<file path="config.mk">
export PLATFORM = sky130hd
export DESIGN_NAME = t0_transport_status_sequencer
export DESIGN_NICKNAME = d
export VERILOG_FILES = /design/src/t0ts_pkg.sv /design/src/t0_transport_status_sequencer.sv /design/src/t0ts_decide.sv
export SDC_FILE = /design/constraint.sdc
export NUM_CORES = 1
export LEC_CHECK = 0
export ABC_AREA = 1
export BUFFER_PORTS_ARGS = -buffer_cell sky130_fd_sc_hd__buf_4
export CAP_MARGIN = 10
export CORE_MARGIN = 4
export CORE_UTILIZATION = 50
export CTS_CLUSTER_SIZE = 10
export DETAILED_ROUTE_END_ITERATION = 6
export HOLD_SLACK_MARGIN = 0.02
export PLACE_DENSITY = 0.85
export SYNTH_ARGS = -nofsm -noshare
export SYNTH_HDL_FRONTEND = slang
export SYNTH_SLANG_ARGS = --single-unit
export TNS_END_PERCENT = 1
</file>
<file path="constraint.sdc">
create_clock -name clock -period 2.86 [get_ports clock]
set_input_delay 0.143 -clock clock [delete_from_list [all_inputs] [get_ports clock]]
set_output_delay 0.143 -clock clock [all_outputs]
set_load 0.05 [all_outputs]
</file>
<file path="src/t0ts_pkg.sv">
// Package for the T=0 transport status sequencer.
// Holds the beat structs, the session state struct, action codes and status constants.
// Depends on nothing.
`timescale 1ns / 1ps
`default_nettype none

package t0ts_pkg;

   // Action codes returned with each result beat.
   localparam logic [3:0] ACT_FINISHED      = 4'd0;
   localparam logic [3:0] ACT_GET_RESPONSE  = 4'd1;
   localparam logic [3:0] ACT_RESEND        = 4'd2;
   localparam logic [3:0] ACT_BAD_INS       = 4'd3;
   localparam logic [3:0] ACT_NO_CARD       = 4'd4;
   localparam logic [3:0] ACT_NOT_CONNECTED = 4'd5;
   localparam logic [3:0] ACT_IN_USE        = 4'd6;
   localparam logic [3:0] ACT_BAD_CASE      = 4'd7;
   localparam logic [3:0] ACT_LINK_ERROR    = 4'd8;
   localparam logic [3:0] ACT_UNEXPECTED    = 4'd9;

   // Command codes on the request channel.
   localparam logic CMD_START    = 1'b0;
   localparam logic CMD_RESPONSE = 1'b1;

   // APDU case as held in the session state (case number minus one).
   localparam logic [1:0] CASE_ONE   = 2'd0;
   localparam logic [1:0] CASE_TWO   = 2'd1;
   localparam logic [1:0] CASE_THREE = 2'd2;
   localparam logic [1:0] CASE_FOUR  = 2'd3;

   // Status word constants.
   localparam logic [3:0] NIB_SW_6X      = 4'h6;
   localparam logic [3:0] NIB_SW_9X      = 4'h9;
   localparam logic [7:0] SW1_NORMAL     = 8'h90;
   localparam logic [7:0] SW2_NORMAL     = 8'h00;
   localparam logic [7:0] SW1_MORE_DATA  = 8'h61;
   localparam logic [7:0] SW1_WRONG_LE   = 8'h6C;
   localparam logic [7:0] SW1_WARN_NVM_SAME    = 8'h62;
   localparam logic [7:0] SW1_WARN_NVM_CHANGED = 8'h63;

   typedef struct packed {
      logic       command;
      logic [2:0] apdu_case;
      logic [7:0] instruction_byte;
      logic       card_present;
      logic       card_connected;
      logic       token_matches;
      logic       link_error;
      logic [7:0] status_one;
      logic [7:0] status_two;
   } req_type;

   typedef struct packed {
      logic [3:0] action;
      logic [7:0] length_expected;
      logic [7:0] final_status_one;
      logic [7:0] final_status_two;
   } rsp_type;

   typedef struct packed {
      logic       exchange_active;
      logic [1:0] active_case;
      logic       first_exchange;
      logic [7:0] saved_status_one;
      logic [7:0] saved_status_two;
   } session_type;

endpackage

`default_nettype wire

</file>
<file path="src/t0_transport_status_sequencer.sv">
// Top level of the T=0 transport status sequencer.
// Request register, decision logic, session state and result register; uses t0ts_pkg
// and t0ts_decide.
`timescale 1ns / 1ps
`default_nettype none

// Terminal-side T=0 transport sequencer. Each request beat is either a start of a new
// command or a card status word pair, and yields exactly one result beat carrying the
// action to take (finish, GET RESPONSE, resend, or an error code), the Le to use and the
// final status words. A beat is registered on entry, decided combinationally against the
// session state and registered on exit once the result register is empty or taken; one
// beat is taken every cycle while the result side is not stalled. The session state is
// updated in the same cycle a beat is decided, so a following beat always sees the
// outcome of the previous one.
module t0_transport_status_sequencer
   import t0ts_pkg::*;
(
   input  var logic    clock,
   input  var logic    reset,
   input  var logic    req_valid,
   output logic        req_stall,
   input  var req_type req_data,
   output logic        rsp_valid,
   input  var logic    rsp_stall,
   output rsp_type     rsp_data
);

   logic        req_hold_valid_ff;
   logic        req_hold_valid_in;
   req_type     req_hold_ff;
   logic        rsp_valid_ff;
   logic        rsp_valid_in;
   rsp_type     rsp_ff;
   session_type state_ff;
   session_type state_next;
   rsp_type     rsp_next;
   logic        out_advance;
   logic        decide_fire;
   logic        req_take;

   // Handshake: the result register moves when empty or taken.
   assign out_advance  = !rsp_valid_ff || !rsp_stall;
   assign decide_fire  = req_hold_valid_ff && out_advance;
   assign req_stall    = req_hold_valid_ff && !out_advance;
   assign req_take     = req_valid && !req_stall;
   assign req_hold_valid_in = req_take || (req_hold_valid_ff && !out_advance);
   assign rsp_valid_in = decide_fire || (rsp_valid_ff && rsp_stall);

   t0ts_decide u_decide (
      .req        (req_hold_ff),
      .state      (state_ff),
      .rsp        (rsp_next),
      .state_next (state_next)
   );

   // Control and session state.
   always_ff @(posedge clock) begin
      if (reset) begin
         req_hold_valid_ff <= 1'b0;
         rsp_valid_ff      <= 1'b0;
         state_ff          <= '0;
      end else begin
         req_hold_valid_ff <= req_hold_valid_in;
         rsp_valid_ff      <= rsp_valid_in;
         if (decide_fire) begin
            state_ff <= state_next;
         end
      end
   end

   // Payload registers.
   always_ff @(posedge clock) begin
      if (req_take) begin
         req_hold_ff <= req_data;
      end
      if (decide_fire) begin
         rsp_ff <= rsp_next;
      end
   end

   assign rsp_valid = rsp_valid_ff;
   assign rsp_data  = rsp_ff;

`ifndef ASSERT_OFF
   a_stall_needs_item : assert property (@(posedge clock) disable iff (reset)
      req_stall |-> req_hold_valid_ff)
      else $error("request stalled with an empty input register");

   a_decide_gives_result : assert property (@(posedge clock) disable iff (reset)
      decide_fire |=> rsp_valid)
      else $error("decided beat did not reach the result register");

   a_status_only_on_finish : assert property (@(posedge clock) disable iff (reset)
      (rsp_valid && rsp_data.action != ACT_FINISHED) |->
      (rsp_data.final_status_one == 8'h00 && rsp_data.final_status_two == 8'h00))
      else $error("final status reported on a non-finishing action");

   a_le_only_on_request : assert property (@(posedge clock) disable iff (reset)
      (rsp_valid && rsp_data.length_expected != 8'h00) |->
      (rsp_data.action == ACT_GET_RESPONSE || rsp_data.action == ACT_RESEND))
      else $error("length expected given with an action that sends nothing");
`endif

endmodule

`default_nettype wire

</file>
<file path="src/t0ts_decide.sv">
// Decision logic of the T=0 transport status sequencer.
// Maps one request beat and the current session state to a result and the next state.
// Depends on t0ts_pkg.
`timescale 1ns / 1ps
`default_nettype none

module t0ts_decide
   import t0ts_pkg::*;
(
   input  var req_type     req,
   input  var session_type state,
   output rsp_type         rsp,
   output session_type     state_next
);

   logic bad_ins;
   logic is_normal;
   logic warning;

   // Status classification.
   always_comb begin
      bad_ins   = (req.instruction_byte[7:4] == NIB_SW_6X) ||
                  (req.instruction_byte[7:4] == NIB_SW_9X);
      is_normal = (req.status_one == SW1_NORMAL) && (req.status_two == SW2_NORMAL);
      warning   = (req.status_one == SW1_WARN_NVM_SAME) ||
                  (req.status_one == SW1_WARN_NVM_CHANGED) ||
                  ((req.status_one[7:4] == NIB_SW_9X) &&
                   ((req.status_one[3:0] != 4'h0) || (req.status_two != SW2_NORMAL)));
   end

   // Main decision: start checks, then response handling by case.
   always_comb begin
      rsp        = '0;
      state_next = state;
      if (req.command == CMD_START) begin
         state_next.exchange_active = 1'b0;
         if (bad_ins) begin
            rsp.action = ACT_BAD_INS;
         end else if (!req.card_present) begin
            rsp.action = ACT_NO_CARD;
         end else if (!req.card_connected) begin
            rsp.action = ACT_NOT_CONNECTED;
         end else if (!req.token_matches) begin
            rsp.action = ACT_IN_USE;
         end else if ((req.apdu_case < 3'd1) || (req.apdu_case > 3'd4)) begin
            rsp.action = ACT_BAD_CASE;
         end else begin
            state_next.exchange_active  = 1'b1;
            state_next.active_case      = 2'(req.apdu_case - 3'd1);
            state_next.first_exchange   = 1'b1;
            state_next.saved_status_one = '0;
            state_next.saved_status_two = '0;
            rsp.action                  = ACT_RESEND;
         end
      end else if (!state.exchange_active) begin
         rsp.action = ACT_UNEXPECTED;
      end else begin
         state_next.first_exchange = 1'b0;
         if (req.link_error) begin
            state_next.exchange_active = 1'b0;
            rsp.action                 = ACT_LINK_ERROR;
         end else begin
            case (state.active_case)
               CASE_TWO: begin
                  if (!is_normal && req.status_one == SW1_MORE_DATA) begin
                     rsp.action          = ACT_GET_RESPONSE;
                     rsp.length_expected = req.status_two;
                  end else if (!is_normal && req.status_one == SW1_WRONG_LE) begin
                     rsp.action          = ACT_RESEND;
                     rsp.length_expected = req.status_two;
                  end else begin
                     state_next.exchange_active = 1'b0;
                     rsp.action                 = ACT_FINISHED;
                     rsp.final_status_one       = req.status_one;
                     rsp.final_status_two       = req.status_two;
                  end
               end
               CASE_FOUR: begin
                  if (is_normal) begin
                     state_next.exchange_active = 1'b0;
                     rsp.action                 = ACT_FINISHED;
                     // A latched warning replaces the normal ending.
                     if ((state.saved_status_one != '0) || (state.saved_status_two != '0)) begin
                        rsp.final_status_one = state.saved_status_one;
                        rsp.final_status_two = state.saved_status_two;
                     end else begin
                        rsp.final_status_one = req.status_one;
                        rsp.final_status_two = req.status_two;
                     end
                  end else if (req.status_one == SW1_MORE_DATA) begin
                     rsp.action          = ACT_GET_RESPONSE;
                     rsp.length_expected = req.status_two;
                  end else if (state.first_exchange && warning) begin
                     state_next.saved_status_one = req.status_one;
                     state_next.saved_status_two = req.status_two;
                     rsp.action                  = ACT_GET_RESPONSE;
                  end else if (req.status_one == SW1_WRONG_LE) begin
                     rsp.action          = ACT_RESEND;
                     rsp.length_expected = req.status_two;
                  end else begin
                     state_next.exchange_active = 1'b0;
                     rsp.action                 = ACT_FINISHED;
                     rsp.final_status_one       = req.status_one;
                     rsp.final_status_two       = req.status_two;
                  end
               end
               default: begin
                  // Cases one and three finish on any status word.
                  state_next.exchange_active = 1'b0;
                  rsp.action                 = ACT_FINISHED;
                  rsp.final_status_one       = req.status_one;
                  rsp.final_status_two       = req.status_two;
               end
            endcase
         end
      end
   end

endmodule

`default_nettype wire

</file>
==> results of run 1 <==
-- synth_stat cells (all sizes together) --
library cell	number
nand2	123
clkbuf	5
o21ai	15
nand3	24
nor2	53
ha	1
nand4	12
a21oi	32
o21a	1
a31oi	1
o21bai	1
nor3b	6
clkinv	1
buf	6
inv	49
edfxtp	56
nor3	5
dfxtp	22
a22oi	1
-- placed cells by master, fill, tap and decap left out, drive strengths merged, types with 2 or more instances in the layout --
| master | n |
|---|---|
| nand3 | 24 |
| inv | 52 |
| clkinvlp | 2 |
| nand2 | 123 |
| a21oi | 32 |
| nand4 | 12 |
| edfxtp | 56 |
| clkbuf | 9 |
| dfxtp | 22 |
| nor2 | 53 |
| dlygate4sd3 | 30 |
| buf | 65 |
| nor3 | 5 |
| o21ai | 15 |
| clkinv | 2 |
| nor3b | 6 |
-- how the worst max path moves through the flow --
stage | startpoint | to | slack (ps) | depth (start not counted)
3_3_place_gp | req_hold_ff[11] | rsp_data[9] | 620 | 10
2_1_floorplan | rsp_valid | state_ff[12] | 390 | 9
6_report | req_hold_ff[11] | rsp_data[9] | 480 | 10
5_1_grt | req_hold_ff[11] | rsp_data[9] | 200 | 10
4_1_cts | req_hold_ff[11] | rsp_data[9] | 520 | 10
3_5_place_dp | req_hold_ff[11] | rsp_data[9] | 540 | 10
-- repair_timing --
action	CTS	global route
hold endpoints to repair	33	0
gates resized for setup	0	0
hold buffers	30	0
endpoints found under the setup margin	0	0
-- metrics by stage --
stage          worst slack (ps)  power (µW)
4_1_cts                     518        2440
6_report                    481        2450
3_3_place_gp                619        1580
3_5_place_dp                536        1580
5_1_grt                     195        2530
2_1_floorplan               392        1490
-- worst max-delay path, cell delays in order, from the launching register on --
cell and delay (ps):
edfxtp_1 490, nor2_1 180, nand3_1 80, nor2_1 190
inv_1 230, nand2_1 170, nand2_2 140, nand2_1 120
inv_1 210, o21ai_0 220, a21oi_1 90
-- kinds of logic (layout without fill, tap and decap cells) --
kind of cell,Yosys count,after routing,synth area share [%]
and+or+nand+nor,223,223,26.5
DFF,78,78,58.6
buffers and inverters,61,161,6.67
AOI/OAI and AO/OA,51,51,7.85
adders and majority gates,1,1,0.346
-- final cells by class --
| class | count | area [µm²] | share of cell area (%) |
|---|---|---|---|
| flip-flops and latches | 78 | 2120 | 45.3 |
| multi-input cells | 275 | 1260 | 26.9 |
| repair buffers | 95 | 788 | 16.8 |
| inverters | 50 | 188 | 4.01 |
| clock buffers | 9 | 124 | 2.65 |
| well taps | 96 | 120 | 2.57 |
| clock inverters | 7 | 80.1 | 1.71 |
-- flip-flops by register name (all words and copies together), names as in the netlist --
signal and flops:
state_ff 20, req_hold_valid_ff 1, rsp_data 28, rsp_valid 1, req_hold_ff 28
-- where the power goes --
group	switching (µW)	internal, µW	leakage [µW]
Combinational	184	118	0.00125
Sequential	36.7	1260	0.000719
Clock	436	413	0.0000968
-- layer usage --
| layer | share of wire (%) | up-vias |
|---|---|---|
| li1 | - | 1547 |
| met1 | 40 | 1424 |
| met2 | 48 | 176 |
| met3 | 8.2 | 25 |
| met4 | 3.6 | 0 |
| met5 | 0 | - |
==> flow_metrics.tcl, run 1 <==
set metrics [dict create \
    status "finished, final reports clean" \
    syn-num-nets 451 \
    synth_area_um2 3620 \
    num_io_pins 66 \
    r2r_start "req_hold_ff[11]" \
    utilization_pct 67.8 \
    whs_path_depth 3 \
    worstSetupPathType "reg -> reg" \
    placementRows 30 \
    diodes 0 \
    yosysWarnings 0 \
    placed_area_um2 4180 \
    slew_headroom_pct 55.6 \
    reg2reg_depth 10 \
    cts_setup_buffers 0 \
    cts_buffers 9 \
    ys_types 27 \
    fin_area_um2 4680 \
    crit_path_end_kind "register" \
    yosysSeqAreaShare_pct 58.6 \
    crit_arrival_ps 2480 \
    routabilityCongestion 0.973 \
    setup_violations 0 \
    synth.avg_cell_area_um2 8.74 \
    path_max_fanout 13 \
    dr.pass1.iters 5 \
    num-fill-cells 549 \
    p_per_area_nw_per_um2 523 \
    syn_inst 414 \
    holdWs_ps 96.8 \
    viasPerCell 5.20 \
    cts-root-buf "clkbuf_8" \
    fp.dieW_um 93.1 \
    instances_no_fill 610 \
    start_util_pct 52.4 \
    drv_slew 0 \
    ctsHtreeMaxLevel 3 \
    netlist.area_leader.share_pct 46.5 \
    clkTransAtPathRegs_ps 90 \
    period_share_pct 83.2 \
    start_kind "register" \
    timing.fmax_mhz 420 \
    drive_above_1_share_pct 18.1 \
    hold_viol 0 \
    synth_seq_cells 78 \
    grt_use_met2_pct 34.3 \
    grt_busiest_layer "met2" \
    insertion_delay_ps 370 \
    tritoncts "built" \
    grt_pass1_wl_um 14000 \
    synth.area.top_cells "edfxtp_1, dfxtp_1, nand2_1, nor2_1, inv_1" \
    irDropWorstVdd_mv 0.452 \
    grt_usage_pct 20.9 \
    routed_wl_um 8590 \
    overflow 0 \
    grt_pass1_vias 3062 \
    placed_cells 564 \
    grt_max_degree 29 \
    hp-class "in -> reg" \
    dp_hpwl_um 5750 \
    syn2layout_area_growth_pct 29.3 \
    hold_end "rsp_valid" \
    antenna_found_initial 0 \
    die_height_um 93.1 \
    drt-initial-drc-count 231 \
    cts_buffer_depth 2 \
    nets 546 \
    final.setup.tns_ps 0 \
    min-delay-start "rsp_stall" \
    grt_util_met1_pct 25.1 \
    cts_sinks 78 \
    wl_per_cell_um 14.1 \
    num_vias 3172 \
    rsz0062_at_grt "no" \
    final_antenna_net_count 0 \
    core_area_um2 6910 \
    critPathRequiredTime_ps 2960 \
    io_buffers 61 \
    tightest_slew_ps 666 \
    synth_top_area_cell "edfxtp_1" \
    grt_use_met3_pct 4.02 \
    power.leakage_uw 0.00207 \
    drc 0 \
    clock_skew_ps 10.8 \
    dieArea_um2 8660 \
    reg2reg_slack_ps 480 \
    fin_crit_ps 2380 \
    cap_violations 0 \
    worst_r2r_endpoint "rsp_data[9]" \
]
(Power assumes the default switching activity.)
==> run 2, diff against run 1 <==
--- a/config.mk
+++ b/config.mk
@@ -9,11 +9,11 @@
 export BUFFER_PORTS_ARGS = -buffer_cell sky130_fd_sc_hd__buf_4
 export CAP_MARGIN = 10
 export CORE_MARGIN = 4
-export CORE_UTILIZATION = 50
+export CORE_UTILIZATION = 55
 export CTS_CLUSTER_SIZE = 10
 export DETAILED_ROUTE_END_ITERATION = 6
 export HOLD_SLACK_MARGIN = 0.02
-export PLACE_DENSITY = 0.85
+export PLACE_DENSITY = 0.88
 export SYNTH_ARGS = -nofsm -noshare
 export SYNTH_HDL_FRONTEND = slang
 export SYNTH_SLANG_ARGS = --single-unit
==> constraint.sdc (replaced) <==
create_clock -name clock -period 2.2 [get_ports clock]
set_input_delay 0.11 -clock clock [delete_from_list [all_inputs] [get_ports clock]]
set_output_delay 0.11 -clock clock [all_outputs]
set_load 0.05 [all_outputs]
==> flow_metrics.tcl, run 2 (synthesis gave the netlist of run 1 again) <==
set metrics [dict create \
    reg2reg_slack_ps 100 \
    placed_area_um2 4230 \
    slowest_delay_ps 420 \
    status "finished, final reports clean" \
    grt_pass1_wl_um 14800 \
    num-fill-cells 418 \
    tightest_slew_ps 516 \
    p_per_area_nw_per_um2 662 \
    r2r_start "req_hold_ff[28]" \
    power.leakage_uw 0.00211 \
    irDropWorstVdd_mv 0.525 \
    wl_per_cell_um 15.5 \
    crit_chain "inv_1 > ha_1 > inv_1 > a22oi_2 > nand3_1 > nand2_1 > nand2_1 > nor2_4 > nand2_8 > clkinvlp_4 > nor2_1 > nor2_1" \
    nets 557 \
    pre_cts_ws_ps 116 \
    crit_arrival_ps 2380 \
    num_vias 3326 \
    fin_crit_ps 2100 \
    start_util_pct 56.7 \
    final_cell_mix "nand2_1, buf_4, edfxtp_1" \
    rsz0062_at_grt "yes" \
    num_io_pins 66 \
    timing.fmax_mhz 476 \
    fin_area_um2 4800 \
    reg2reg_depth 12 \
    period_share_pct 95.4 \
    overflow 0 \
    hold_viol 0 \
    diodes 0 \
    cts_buffer_depth 2 \
    placementRows 29 \
    grt_pass1_vias 3129 \
    routed_wl_um 9360 \
    core_area_um2 6390 \
    multi_input_area_um2 1300 \
    worst_r2r_endpoint "state_ff[1]" \
    drc 0 \
    cts_buffers 9 \
    hold_end "rsp_valid" \
    tritoncts "built" \
    worstSetupPathType "reg -> reg" \
    antenna_found_initial 0 \
    cp_slowest_cell "edfxtp_1" \
    dr.pass1.iters 5 \
    cts_sinks 78 \
    path_max_fanout 17 \
    instances_no_fill 602 \
    die_height_um 89.1 \
    drt-initial-drc-count 319 \
    routabilityCongestion 0.977 \
    viasPerCell 5.52 \
    regArea_um2 2120 \
    syn2layout_area_growth_pct 32.6 \
    grt_max_degree 29 \
    cap_violations 0 \
    crit_start "req_hold_ff[28]" \
    drv_slew 0 \
    start_kind "register" \
    hp-class "in -> reg" \
    clkTransAtPathRegs_ps 80 \
    min-delay-start "rsp_stall" \
    fp.dieW_um 89.1 \
    ctsHtreeMaxLevel 3 \
    io_buffers 61 \
    fin_ws_ps 100 \
    placed_cells 555 \
    clock_skew_ps 8.84 \
    dieArea_um2 7940 \
    grt_usage_pct 24.9 \
    cts-root-buf "clkbuf_8" \
    crit_path_end_kind "register" \
    insertion_delay_ps 350 \
    final_antenna_net_count 0 \
    slew_headroom_pct 65.4 \
    setup_violations 0 \
    layout_commonest_cell "nand2_1" \
    whs_path_depth 3 \
    dp_hpwl_um 6130 \
    drive_above_1_share_pct 21.3 \
    critPathRequiredTime_ps 2480 \
]
## run 2: metrics by stage
step                power [µW]  setup TNS (ps)  utilization, %  hold slack (ps)
finish                    3180               0            75.1             90.0
global route              3300           -97.9            75.1              109
CTS                       3160               0            74.1             78.5
floorplan                 1930               0               -              179
detailed placement        2070               0            66.3              289
global placement          2060               0            66.3              288
## run 2: worst max-delay path by stage
stage | cells past startpoint | to
2_1_floorplan | 9 | state_ff[12]
3_3_place_gp | 9 | rsp_data[8]
3_5_place_dp | 10 | state_ff[13]
4_1_cts | 11 | rsp_data[0]
5_1_grt | 11 | state_ff[13]
6_report | 12 | state_ff[1]
## run 2: final cells by class
class / count / area share, %
flip-flops and latches: 78 / 44.2
multi-input cells: 275 / 27.1
repair buffers: 106 / 18.4
inverters: 50 / 4.07
clock buffers: 11 / 2.95
well taps: 77 / 2.01
clock inverters: 5 / 1.20
## run 2: layer usage
| layer | up-vias | routed length [µm] | GRT usage [%] |
|---|---|---|---|
| li1 | 1577 | - | - |
| met3 | 38 | 790 | 5.53 |
| met5 | - | 0 | 0 |
| met2 | 196 | 4650 | 42.9 |
| met4 | 0 | 379 | 12.6 |
| met1 | 1515 | 3540 | 29.0 |
## run 2: worst max-delay path, delay by kind of cell (launching register included)
family / cells / cell delay, ps
flip-flops: 1 / 420
AND/OR/NAND/NOR: 7 / 910
adder cells (fa/ha/maj): 1 / 150
AO/OA/AOI/OAI: 1 / 220
buffers and inverters: 3 / 340
## run 2: timing repair
item / 4_1_cts / 5_1_grt
hold endpoints to repair: 33 / 0
buffers inserted: 0 / 1
endpoints found under the setup margin: 0 / 23
hold buffers: 30 / 0
resized for setup: 0 / 12
## run 2: where the power goes
group,switching (µW),total (µW),internal [µW]
clock network,516,1070,558
logic,256,422,165
registers,44.3,1680,1640
total,816,3180,2360
